**src/design/sla_pkg.sv**
```systemverilog
package sla_pkg;

    // line buffer geometry
    localparam int LINE_MAX = 32;
    localparam int ADDR_W   = $clog2(LINE_MAX);
    localparam int CNT_W    = $clog2(LINE_MAX + 1);
    localparam int CMP_W    = (CNT_W > 6) ? CNT_W : 6;

    // field widths
    localparam int MAXLEN_W  = 6;
    localparam int TICKS_W   = 16;
    localparam int CHAR_W    = 8;
    localparam int STATUS_W  = 2;
    localparam int INDEX_W   = 5;
    localparam int LENGTH_W  = 6;
    localparam int CFG_IDX_W = 1;
    localparam int CFG_DAT_W = 16;

    // configuration register indexes
    localparam logic [CFG_IDX_W-1:0] CFG_MAX_LEN = 1'b0;
    localparam logic [CFG_IDX_W-1:0] CFG_TIMEOUT = 1'b1;

    // configuration reset values
    localparam logic [MAXLEN_W-1:0] MAX_LEN_RST = 6'd32;
    localparam logic [TICKS_W-1:0]  TIMEOUT_RST = 16'd1000;

    // request kinds
    localparam logic REQ_BYTE = 1'b0;
    localparam logic REQ_TICK = 1'b1;

    // control characters
    localparam logic [CHAR_W-1:0] CH_BS = 8'h08;
    localparam logic [CHAR_W-1:0] CH_LF = 8'h0A;
    localparam logic [CHAR_W-1:0] CH_CR = 8'h0D;

    localparam logic [TICKS_W-1:0] TICKS_SAT = '1;

    // line end reasons
    typedef enum logic [STATUS_W-1:0] {
        STAT_CR      = 2'd0,
        STAT_FULL    = 2'd1,
        STAT_TIMEOUT = 2'd2
    } t_status;

    // read-out sequencer
    typedef enum logic [1:0] {
        S_IDLE,
        S_RD,
        S_CHAR,
        S_TERM
    } t_state;

    typedef struct packed {
        logic [MAXLEN_W-1:0] max_len;
        logic [TICKS_W-1:0]  timeout_ticks;
    } t_cfg;

    typedef struct packed {
        logic              we;
        logic [ADDR_W-1:0] waddr;
        logic [CHAR_W-1:0] wdata;
        logic              re;
        logic [ADDR_W-1:0] raddr;
    } t_ram_req;

endpackage

```
**src/design/sla_line_ram.sv**
```systemverilog
module sla_line_ram (
    input  logic                             i_clk,
    input  sla_pkg::t_ram_req                i_req,
    output logic [sla_pkg::CHAR_W-1:0]       o_rd_data
);

    logic [sla_pkg::CHAR_W-1:0] r_mem [sla_pkg::LINE_MAX];
    logic [sla_pkg::CHAR_W-1:0] r_rd_data;

    // write port
    always_ff @(posedge i_clk) begin
        if (i_req.we) begin
            r_mem[i_req.waddr] <= i_req.wdata;
        end
    end

    // registered read port, holds while not enabled
    always_ff @(posedge i_clk) begin
        if (i_req.re) begin
            r_rd_data <= r_mem[i_req.raddr];
        end
    end

    assign o_rd_data = r_rd_data;

endmodule

```
**src/design/sla_ctrl.sv**
```systemverilog
module sla_ctrl (
    input  logic                               i_clk,
    input  logic                               i_rst_n,
    input  sla_pkg::t_cfg                      i_cfg,
    // input channel
    input  logic                               i_in_valid,
    output logic                               o_in_ready,
    input  logic                               i_req_type,
    input  logic [sla_pkg::CHAR_W-1:0]         i_rx_byte,
    // line store
    output sla_pkg::t_ram_req                  o_ram_req,
    input  logic [sla_pkg::CHAR_W-1:0]         i_ram_rd_data,
    // output channel
    output logic                               o_out_valid,
    input  logic                               i_out_ready,
    output logic [sla_pkg::STATUS_W-1:0]       o_status,
    output logic [sla_pkg::CHAR_W-1:0]         o_out_char,
    output logic [sla_pkg::INDEX_W-1:0]        o_char_index,
    output logic [sla_pkg::LENGTH_W-1:0]       o_line_length,
    output logic                               o_last
);

    sla_pkg::t_state                  r_state, n_state;
    logic [sla_pkg::CNT_W-1:0]        r_count, n_count;
    logic [sla_pkg::CNT_W-1:0]        r_idx, n_idx;
    logic [sla_pkg::TICKS_W-1:0]      r_idle, n_idle;
    sla_pkg::t_status                 r_stat, n_stat;

    logic                             r_out_valid, n_out_valid;
    logic [sla_pkg::STATUS_W-1:0]     r_o_status, n_o_status;
    logic [sla_pkg::CHAR_W-1:0]       r_o_char, n_o_char;
    logic [sla_pkg::INDEX_W-1:0]      r_o_index, n_o_index;
    logic [sla_pkg::LENGTH_W-1:0]     r_o_length, n_o_length;
    logic                             r_o_last, n_o_last;

    logic                             out_free;
    logic                             in_fire;
    logic                             is_byte;
    logic                             is_cr;
    logic                             is_lf;
    logic                             is_bs;
    logic                             is_plain;
    logic [sla_pkg::CMP_W-1:0]        max_ext;
    logic [sla_pkg::CMP_W-1:0]        eff_len;
    logic [sla_pkg::CMP_W-1:0]        count_ext;
    logic [sla_pkg::CMP_W-1:0]        count_inc;
    logic [sla_pkg::CMP_W-1:0]        idx_ext;
    logic [sla_pkg::CNT_W-1:0]        idx_inc;
    logic [sla_pkg::TICKS_W-1:0]      idle_inc;
    logic                             is_full;
    logic                             is_timeout;

    // handshake
    assign out_free   = !r_out_valid || i_out_ready;
    assign o_in_ready = (r_state == sla_pkg::S_IDLE) && out_free;
    assign in_fire    = i_in_valid && o_in_ready;

    // request decode
    assign is_byte  = (i_req_type == sla_pkg::REQ_BYTE);
    assign is_cr    = is_byte && (i_rx_byte == sla_pkg::CH_CR);
    assign is_lf    = is_byte && (i_rx_byte == sla_pkg::CH_LF);
    assign is_bs    = is_byte && (i_rx_byte == sla_pkg::CH_BS);
    assign is_plain = is_byte && !is_cr && !is_lf && !is_bs;

    // effective line size, clamped to 2..LINE_MAX
    assign max_ext = sla_pkg::CMP_W'(i_cfg.max_len);
    always_comb begin
        priority if (max_ext < sla_pkg::CMP_W'(2)) begin
            eff_len = sla_pkg::CMP_W'(2);
        end else if (max_ext > sla_pkg::CMP_W'(sla_pkg::LINE_MAX)) begin
            eff_len = sla_pkg::CMP_W'(sla_pkg::LINE_MAX);
        end else begin
            eff_len = max_ext;
        end
    end

    assign count_ext = sla_pkg::CMP_W'(r_count);
    assign count_inc = count_ext + sla_pkg::CMP_W'(1);
    assign idx_ext   = sla_pkg::CMP_W'(r_idx);
    assign idx_inc   = r_idx + sla_pkg::CNT_W'(1);
    assign is_full   = (count_inc >= eff_len - sla_pkg::CMP_W'(1));

    // idle tick counter, saturating
    assign idle_inc   = (r_idle < sla_pkg::TICKS_SAT) ? r_idle + sla_pkg::TICKS_W'(1) : r_idle;
    assign is_timeout = (idle_inc >= i_cfg.timeout_ticks);

    // next state
    always_comb begin
        n_state = r_state;
        unique case (r_state)
            sla_pkg::S_IDLE: begin
                if (in_fire && is_cr) begin
                    n_state = (r_count == '0) ? sla_pkg::S_TERM : sla_pkg::S_RD;
                end else if (in_fire && is_plain && is_full) begin
                    n_state = sla_pkg::S_RD;
                end
            end
            sla_pkg::S_RD: begin
                n_state = sla_pkg::S_CHAR;
            end
            sla_pkg::S_CHAR: begin
                if (out_free) begin
                    n_state = (idx_inc == r_count) ? sla_pkg::S_TERM : sla_pkg::S_RD;
                end
            end
            sla_pkg::S_TERM: begin
                if (out_free) begin
                    n_state = sla_pkg::S_IDLE;
                end
            end
            default: n_state = sla_pkg::S_IDLE;
        endcase
    end

    // datapath and outputs
    always_comb begin
        n_count     = r_count;
        n_idx       = r_idx;
        n_idle      = r_idle;
        n_stat      = r_stat;
        n_out_valid = r_out_valid && !i_out_ready;
        n_o_status  = r_o_status;
        n_o_char    = r_o_char;
        n_o_index   = r_o_index;
        n_o_length  = r_o_length;
        n_o_last    = r_o_last;
        o_ram_req.we    = 1'b0;
        o_ram_req.waddr = r_count[sla_pkg::ADDR_W-1:0];
        o_ram_req.wdata = i_rx_byte;
        o_ram_req.re    = 1'b0;
        o_ram_req.raddr = r_idx[sla_pkg::ADDR_W-1:0];
        unique case (r_state)
            sla_pkg::S_IDLE: begin
                if (in_fire && !is_byte) begin
                    // tick: count toward timeout
                    if (is_timeout) begin
                        n_idle      = '0;
                        n_count     = '0;
                        n_out_valid = 1'b1;
                        n_o_status  = sla_pkg::STAT_TIMEOUT;
                        n_o_char    = '0;
                        n_o_index   = '0;
                        n_o_length  = '0;
                        n_o_last    = 1'b1;
                    end else begin
                        n_idle = idle_inc;
                    end
                end else if (in_fire) begin
                    n_idle = '0;
                    n_idx  = '0;
                    if (is_cr) begin
                        n_stat = sla_pkg::STAT_CR;
                    end else if (is_bs) begin
                        if (r_count != '0) begin
                            n_count = r_count - sla_pkg::CNT_W'(1);
                        end
                    end else if (is_plain) begin
                        o_ram_req.we = 1'b1;
                        n_count      = r_count + sla_pkg::CNT_W'(1);
                        n_stat       = sla_pkg::STAT_FULL;
                    end
                end
            end
            sla_pkg::S_RD: begin
                o_ram_req.re = 1'b1;
            end
            sla_pkg::S_CHAR: begin
                if (out_free) begin
                    n_out_valid = 1'b1;
                    n_o_status  = r_stat;
                    n_o_char    = i_ram_rd_data;
                    n_o_index   = idx_ext[sla_pkg::INDEX_W-1:0];
                    n_o_length  = '0;
                    n_o_last    = 1'b0;
                    n_idx       = idx_inc;
                end
            end
            sla_pkg::S_TERM: begin
                if (out_free) begin
                    n_out_valid = 1'b1;
                    n_o_status  = r_stat;
                    n_o_char    = '0;
                    n_o_index   = count_ext[sla_pkg::INDEX_W-1:0];
                    n_o_length  = count_inc[sla_pkg::LENGTH_W-1:0];
                    n_o_last    = 1'b1;
                    n_count     = '0;
                end
            end
            default: begin
                n_out_valid = r_out_valid && !i_out_ready;
            end
        endcase
    end

    // control registers
    always_ff @(posedge i_clk) begin
        if (!i_rst_n) begin
            r_state     <= sla_pkg::S_IDLE;
            r_count     <= '0;
            r_idle      <= '0;
            r_out_valid <= 1'b0;
        end else begin
            r_state     <= n_state;
            r_count     <= n_count;
            r_idle      <= n_idle;
            r_out_valid <= n_out_valid;
        end
    end

    // payload registers
    always_ff @(posedge i_clk) begin
        r_idx      <= n_idx;
        r_stat     <= n_stat;
        r_o_status <= n_o_status;
        r_o_char   <= n_o_char;
        r_o_index  <= n_o_index;
        r_o_length <= n_o_length;
        r_o_last   <= n_o_last;
    end

    assign o_out_valid   = r_out_valid;
    assign o_status      = r_o_status;
    assign o_out_char    = r_o_char;
    assign o_char_index  = r_o_index;
    assign o_line_length = r_o_length;
    assign o_last        = r_o_last;

endmodule

```
**src/design/serial_line_assembler.sv**
```systemverilog
// channel   handshake                   payload
// --------  --------------------------  ----------------------------------------------
// input     i_in_valid / o_in_ready     i_req_type, i_rx_byte
// output    o_out_valid / i_out_ready   o_status, o_out_char, o_char_index,
//                                       o_line_length, o_last
// config    i_cfg_valid / o_cfg_ready   i_cfg_index, i_cfg_data
//
// a byte or tick is taken whenever the sequencer is idle and the output is free;
// after the ending byte each character of the line is read from the line store and then
// sent, in turn through the single read port of the line store, and a terminator follows.
// synchronous active-low reset clears the counters, the sequencer and the output
// valid, and loads max_len 32 and timeout_ticks 1000; the line store is not cleared.
// a stalled output holds the read-out in place; input is taken only between lines.
module serial_line_assembler (
    input  logic                                  i_clk,
    input  logic                                  i_rst_n,
    // input channel
    input  logic                                  i_in_valid,
    output logic                                  o_in_ready,
    input  logic                                  i_req_type,
    input  logic [sla_pkg::CHAR_W-1:0]            i_rx_byte,
    // output channel
    output logic                                  o_out_valid,
    input  logic                                  i_out_ready,
    output logic [sla_pkg::STATUS_W-1:0]          o_status,
    output logic [sla_pkg::CHAR_W-1:0]            o_out_char,
    output logic [sla_pkg::INDEX_W-1:0]           o_char_index,
    output logic [sla_pkg::LENGTH_W-1:0]          o_line_length,
    output logic                                  o_last,
    // configuration channel
    input  logic                                  i_cfg_valid,
    output logic                                  o_cfg_ready,
    input  logic [sla_pkg::CFG_IDX_W-1:0]         i_cfg_index,
    input  logic [sla_pkg::CFG_DAT_W-1:0]         i_cfg_data
);

    sla_pkg::t_cfg                r_cfg;
    sla_pkg::t_ram_req            ram_req;
    logic [sla_pkg::CHAR_W-1:0]   ram_rd_data;

    assign o_cfg_ready = 1'b1;

    // configuration registers, one per transfer
    always_ff @(posedge i_clk) begin
        if (!i_rst_n) begin
            r_cfg.max_len       <= sla_pkg::MAX_LEN_RST;
            r_cfg.timeout_ticks <= sla_pkg::TIMEOUT_RST;
        end else if (i_cfg_valid && o_cfg_ready) begin
            unique case (i_cfg_index)
                sla_pkg::CFG_MAX_LEN: r_cfg.max_len <= i_cfg_data[sla_pkg::MAXLEN_W-1:0];
                sla_pkg::CFG_TIMEOUT: r_cfg.timeout_ticks <= i_cfg_data[sla_pkg::TICKS_W-1:0];
                default: r_cfg <= r_cfg;
            endcase
        end
    end

    // sequencer and counters
    sla_ctrl u_ctrl (
        .i_clk          (i_clk),
        .i_rst_n        (i_rst_n),
        .i_cfg          (r_cfg),
        .i_in_valid     (i_in_valid),
        .o_in_ready     (o_in_ready),
        .i_req_type     (i_req_type),
        .i_rx_byte      (i_rx_byte),
        .o_ram_req      (ram_req),
        .i_ram_rd_data  (ram_rd_data),
        .o_out_valid    (o_out_valid),
        .i_out_ready    (i_out_ready),
        .o_status       (o_status),
        .o_out_char     (o_out_char),
        .o_char_index   (o_char_index),
        .o_line_length  (o_line_length),
        .o_last         (o_last)
    );

    // line store
    sla_line_ram u_ram (
        .i_clk      (i_clk),
        .i_req      (ram_req),
        .o_rd_data  (ram_rd_data)
    );

endmodule
```
**config.mk**
```make
export PLATFORM = sky130hd
export DESIGN_NAME = serial_line_assembler
export DESIGN_NICKNAME = d
export VERILOG_FILES = /design/src/design/sla_pkg.sv /design/src/design/sla_line_ram.sv /design/src/design/sla_ctrl.sv /design/src/design/serial_line_assembler.sv
export SDC_FILE = /design/constraint.sdc
export NUM_CORES = 1
export LEC_CHECK = 0
export BUFFER_PORTS_ARGS = -buffer_cell sky130_fd_sc_hd__buf_2
export CORE_ASPECT_RATIO = 0.6
export CORE_UTILIZATION = 40
export CTS_CLUSTER_SIZE = 28
export DETAILED_ROUTE_END_ITERATION = 7
export MAX_ROUTING_LAYER = met4
export PLACE_DENSITY_LB_ADDON = 0.08
export SLEW_MARGIN = 20
export SYNTH_ARGS = -nofsm -noshare
export SYNTH_HDL_FRONTEND = slang
export SYNTH_SLANG_ARGS = --single-unit
```
**constraint.sdc**
```tcl
create_clock -name i_clk -period 10 [get_ports i_clk]
set_clock_uncertainty 0.05 [all_clocks]
set_input_delay 0.5 -clock i_clk [delete_from_list [all_inputs] [get_ports i_clk]]
set_output_delay 0.5 -clock i_clk [all_outputs]
set_load 0.03 [all_outputs]
```
# Word-level counts from Yosys, hierarchy flattened
# Memory sizes are Yosys's and may differ from the RTL's. A register that Yosys moved wholly into a read port is not among the register bits.
# Cells that the tools add are included.
classes:
  reduce_logical: 38
  eq_ne: 21
  n_addsub: 5
  bitwise_logic: 3
  mux: 63
  n_lt_le_gt_ge: 5
op_table:
  columns: ["operator", "n"]
  rows:
  - ["$mux 6", 15]
  - ["$mux 16", 4]
  - ["$mux 8", 4]
  - ["$eq 8x4->1 const B", 3]
  - ["$pmux 6 s2", 2]
  - ["$pmux 8 s3", 1]
  - ["$mux 2", 11]
  - ["$mux 5", 4]
  - ["$pmux 6 s3", 1]
  - ["$add 16x1->16 const B", 1]
  - ["$ge 16x16->1", 1]
  - ["$lt 16x16->1 const B", 1]
  - ["$mux 1", 16]
  - ["$pmux 5 s3", 1]
  - ["$logic_and 1x1->1", 13]
  - ["$add 6x1->6 const B", 2]
  - ["$ne 2x1->1 const B", 6]
  - ["$sub 6x1->6 const B", 2]
  - ["$reduce_and 5->1", 2]
  - ["$reduce_bool 2->1", 5]
  - ["$pmux 2 s4", 1]
  - ["$reduce_and 4->1", 2]
  - ["$reduce_and 7->1", 1]
  - ["$eq 6x6->1", 1]
  - ["23 further kinds", 35]
word_totals:
  ram_bits: 256
  n_memories: 1
  inputBits: 31
  ff_bits: 77
  elab_cells: 149
mem_list:
  columns: ["name", "depth", "word_bits", "rd", "rd_ports_with_merged_regs", "wr", "line", "source"]
  rows:
  - ["u_ram.r_mem", 32, 8, 1, 1, 1, "sla_line_ram.sv:7", "logic [sla_pkg::CHAR_W-1:0] r_mem [sla_pkg::LINE_MAX];"]

# Logic depth before layout (Yosys ltp)
depth:
  word_depth: 14
  depth_mapped: 16
  depth_no_buf: 14

# Modules after synthesis
# Synthesis repeated with hierarchy kept, for this count alone.
unflattened:
  cells_unflattened: 932
  area_unflattened_um2: 14849.2
modules_own_cells:
  columns: ["mod", "seq_area_each_um2", "n_inst", "cells_per_inst", "area_per_inst_um2"]
  rows:
  - ["sla_line_ram", 7927.6, 1, 417, 10133.5]
  - ["sla_ctrl", 1371.3, 1, 418, 3842.4]
  - ["serial_line_assembler", 440.4, 1, 97, 873.3]

# Least setup slack after synthesis
# OpenSTA, ideal clock, no wires.
synth_timing:
  kind: "reg2reg"
  start: "register u_ctrl.r_idle[0] (netlist name)"
  end: "register u_ctrl.r_o_index, in the netlist u_ctrl.o_char_index[0] (enable)"
  n_path_buf: 0
  period_less_slack_ps: 4695
  path_stages_with_launch: 15
  t_arrival_ps: 4222
  setup_slack_ps: 5305
  t_required_ps: 9528
  setup_ps: 422
  cell_sequence: "dfxtp_1 ha_1 nand2_1 or2_1 o21ai_1 nor2_1 nand3_1 xnor2_1 ha_1 nand2_1 or3_1 nor4b_1 nor3_1 o21a_1 nor3_1"
synth_via:
  elab_chain_len: 5
  elab_cells_between_ends: 6
  classes_between: "1 x add/sub; 2 x order compare; 1 x eq/ne; 1 x mux; 1 x reduce/logical"
synth_lines:
  columns: ["element", "line", "source"]
  rows:
  - ["start, declared", "sla_ctrl.sv:26", "logic [sla_pkg::TICKS_W-1:0] r_idle, n_idle;"]
  - ["start signal, assigned", "sla_ctrl.sv:205", "r_idle <= n_idle;"]
  - ["$add 16x1->16 or $lt 16x16->1 (tied branches)", "sla_ctrl.sv:84", "assign idle_inc = (r_idle < sla_pkg::TICKS_SAT) ? r_idle + sla_pkg::TICKS_W'(1) : r_idle;"]
  - ["$mux 16 (*)", "sla_ctrl.sv:84", null]
  - ["$ge 16x16->1 (*)", "sla_ctrl.sv:85", "assign is_timeout = (idle_inc >= i_cfg.timeout_ticks);"]
  - ["$ne 2x1->1 (no source line) (*)", null, null]
  - ["$reduce_and 5->1 (no source line) (*)", null, null]
  - ["end signal, assigned", "sla_ctrl.sv:216", "r_o_index <= n_o_index;"]
  - ["end, declared", "sla_ctrl.sv:32", "logic [sla_pkg::INDEX_W-1:0] r_o_index, n_o_index;"]
# Mark *: on every way between the ends. The rest lies on a longest branch, timed or not.
# A chain may end at the register's enable or synchronous reset.

# Final worst setup path
layout_timing:
  start: "register u_ctrl.r_idle[0] (netlist name)"
  end: "register u_ctrl.r_idle[6] (netlist name)"
layout_via:
  elab_chain_len: 5
  elab_cells_between_ends: 6
  classes_between: "1 x add/sub; 2 x order compare; 3 x mux"
layout_lines:
  columns: ["element", "line", "source"]
  rows:
  - ["$add 16x1->16 or $lt 16x16->1 (tied branches)", "sla_ctrl.sv:84", null]
  - ["$mux 16 (*)", "sla_ctrl.sv:84", null]
  - ["$ge 16x16->1", "sla_ctrl.sv:85", null]
  - ["$mux 16 (*)", "sla_ctrl.sv:136", "if (is_timeout) begin"]
  - ["$mux 16 (*)", "sla_ctrl.sv:134", "if (in_fire && !is_byte) begin"]
# Marks and branches as above.

==> run summary <==
CTS tree: done
Fin crit share: 46.1%
Synth Instances: 929
Metal-1 WL: 20200 um
Critical R2R Capture: u_ctrl.r_idle[6]$_SDFFE_PN0P_
Congestion Overflow GR: 0
Global-route wire length before repair: 53000 um
Vias in the first global route: 7546
Post-route ant nets: 0
Row cnt: 53
DP Wirelength: 24000 um
Worst skew pair latency: 530 ps
CP startpoint: u_ctrl.r_idle[0]$_SDFFE_PN0P_
Pin count of the biggest net entering global routing: 67
Initial Util: 41.3%
Clk sinks: 340
Setup_tns: 0 ps
Max Cap Viol: 0
Initial antenna violation count: 2
Synth Cell Area: 0.0147 mm^2
Detailed-route vias per instance: 5.57
Crit path max fanout: 22
Post_cts resized: 0
Clock slew at reported path FFs: 70 ps
IO Port Bufs: 54
Synthesis Warnings: 0
Die Wd: 249 um
Crit path DAT: 5010 ps
Final hold violations: 0
Share of flip-flops with an asynchronous set or reset: 0%
Filler Cell Count: 3088
Final Power: 0.00364 W
Via Count: 8250
Main synth FF type: edfxtp_1
Worst EP required: 10400 ps
DIE AREA: 0.0375 mm^2
Crit Path Category: register to register
Worst Setup EP: u_ctrl.r_idle[6]$_SDFFE_PN0P_
Multi-input gate area in the final layout: 0.00460 mm^2
Seq/Total Area, Yosys: 66.4%
EDFF count, synth: 293
Post-layout min period: 4610 ps
CP startpoint kind: register
Metal3 WL: 2650 um
WL met2: 13100 um
Hold_buf cts: 0
GRT Util Overall: 20.2%
Final GP Congestion: 0.855
Endpoint type of the worst setup path: register
Core Region: 0.0355 mm^2
Die Span Y: 150 um
Nets: 1055
Top Layer Used: met4
Num ports: 56
DR pass1 iterations: 5
Fraction of layout cells with a size suffix above 1: 19.5%
Final setup fails: 0
Maximum VDD drop: 103 uV
TritonCTS Buffers: 35
Count of different cell masters after synthesis: 62
WL final: 36400 um
Slew margin rel.: 15.1%
Top cell type's share of synthesized area: 60.0%
Main area contributors after synthesis: edfxtp_1 (60%), mux4_2 (10%), dfxtp_1 (6.4%), ha_1 (2.9%), mux4_1 (2.5%)
R2R setup slack: 5390 ps
DRC errors left: 0
Storage cell area: 0.00974 mm^2
Fmax: 217 MHz
Slew @ Worst Pin: 1240 ps
Synth-to-Final Area Change: 12.4%
Worst r2r src: u_ctrl.r_idle[0]$_SDFFE_PN0P_
Tightest Hold Check Type: input port to register
Synth Register Bits: 340
Drt initial violations: 762
Clock Tree Buf Depth: 3
H-Tree Depth: 2
Ant diodes: 0
Wire length per cell: 24.6 um
Leading area contributor after synthesis: edfxtp_1
Outcome: finished clean
Leakage power: 5.61 nW
Max-slew violations: 0
Post-CTS Setup Bufs: 0
Post-Syn Area per Cell: 15.8 um^2
P per Cell Area: 221 mW/mm^2
R2R cell count: 13
RSZ-0062 raised after global routing: false
Clk root buf: clkbuf_16
## worst max-delay path: stages (launching register included)
cell	delay, ps
dfxtp_1	420
ha_1	240
nand2_1	130
nor3_1	420
nand2_1	270
xnor2_1	220
ha_1	250
nand2b_1	140
a2111oi_0	1070
nor4b_1	250
nor4_4	270
buf_4	300
or3b_1	370
mux2i_1	120
## placed cells by master (no fill, tap or decap), types with 33 or more instances in the layout
master,n
a21oi_1,33
buf_2,54
clkbuf_16,36
dfxtp_1,47
edfxtp_1,293
ha_1,34
inv_1,33
mux4_2,66
nand2_1,80
nor2_1,60
## routing by layer
| layer | vias up | GRT usage [%] |
|---|---|---|
| li1 | 3740 | - |
| met5 | - | - |
| met1 | 4214 | 34.5 |
| met3 | 42 | 4.63 |
| met4 | 0 | 3.95 |
| met2 | 254 | 23.0 |
## how the worst min path moves through the flow
stage                                 startpoint                endpoint  cells past startpoint
after global routing               i_cfg_data[7]   r_cfg[7]$_SDFFE_PN1P_                      3
final                              i_cfg_data[9]   r_cfg[9]$_SDFFE_PN1P_                      3
after floorplan           r_cfg[10]$_SDFFE_PN0P_  r_cfg[10]$_SDFFE_PN0P_                      2
after CTS                          i_cfg_data[9]   r_cfg[9]$_SDFFE_PN1P_                      3
after global placement    r_cfg[14]$_SDFFE_PN0P_  r_cfg[14]$_SDFFE_PN0P_                      2
after detailed placement  r_cfg[13]$_SDFFE_PN0P_  r_cfg[13]$_SDFFE_PN0P_                      2
## state kept, by name (all words and copies together), names as in the netlist
signal and cells:
r_cfg 22, u_ctrl.count_ext 6, u_ctrl.idx_ext 6, u_ctrl.o_char_index 5, u_ctrl.o_last 1, u_ctrl.o_line_length 6, u_ctrl.o_out_char 8, u_ctrl.o_out_valid 1
u_ctrl.o_status 2, u_ctrl.r_idle 16, u_ctrl.r_stat 1, u_ctrl.r_state 2, u_ram.o_rd_data 8, u_ram.r_mem 256
## per-stage QoR
stage | std cells | utilization [%] | area (um^2) | hold slack (ps) | worst slack (ps)
after floorplan | 930 | - | 14700 | 386 | 5310
after global placement | 1420 | 43.4 | 15400 | 396 | 5660
after detailed placement | 1420 | 43.4 | 15400 | 400 | 5690
after CTS | 1482 | 46.4 | 16500 | 133 | 5640
after global routing | 1482 | 46.4 | 16500 | 151 | 5300
final | 1482 | 46.4 | 16500 | 152 | 5390
## where the power goes
group | internal, W | switching (W) | total (W) | leakage [nW]
Clock | 0.000714 | 0.000554 | 0.00127 | 0.540
Combinational | 0.000263 | 0.000433 | 0.000697 | 2.03
Sequential | 0.00163 | 0.0000456 | 0.00168 | 3.03
## cells by family (layout without fill, tap and decap cells)
family	Yosys count	count (layout)	synth area share (%)
buffers and inverters	78	163	2.43
and+or+nand+nor	252	252	8.29
adders and majority gates	34	34	2.90
DFF	340	340	66.4
AOI/OAI and AO/OA	101	101	4.56
muxes	97	97	13.9
other	1	2	0.0256
xor gates and xnor gates	26	26	1.55
## cell type report
cell class                      instances  share of cell area, %
Tap cell                              467                   3.54
Sequential cell                       340                   59.0
Timing Repair Buffer                   67                   2.23
Inverter                               34                  0.773
Clock buffer                           41                   5.57
Multi-Input combinational cell        512                   27.9
Clock inverter                         21                   1.00
## cell usage after synthesis (all sizes together) (2+ instances only)
cell type,number
nor4b,2
nor2,61
a22oi,5
a22o,10
nor2b,8
o21ai,10
nand2b,4
xnor2,13
ha,34
clkbuf,27
a21bo,2
mux2,9
nor3b,3
mux4,80
edfxtp,293
nand3,27
a31oi,9
a211oi,2
dfxtp,47
o22ai,3
nand4,7
mux2i,8
a21oi,33
xor2,13
or2,3
buf,17
and3,8
inv,34
nand2,80
nor3,9
o211ai,11
o221ai,2
o21a,5
and2,22
nor4,6
nand4b,2
or3,6
Power figures use the tool's default switching activity.
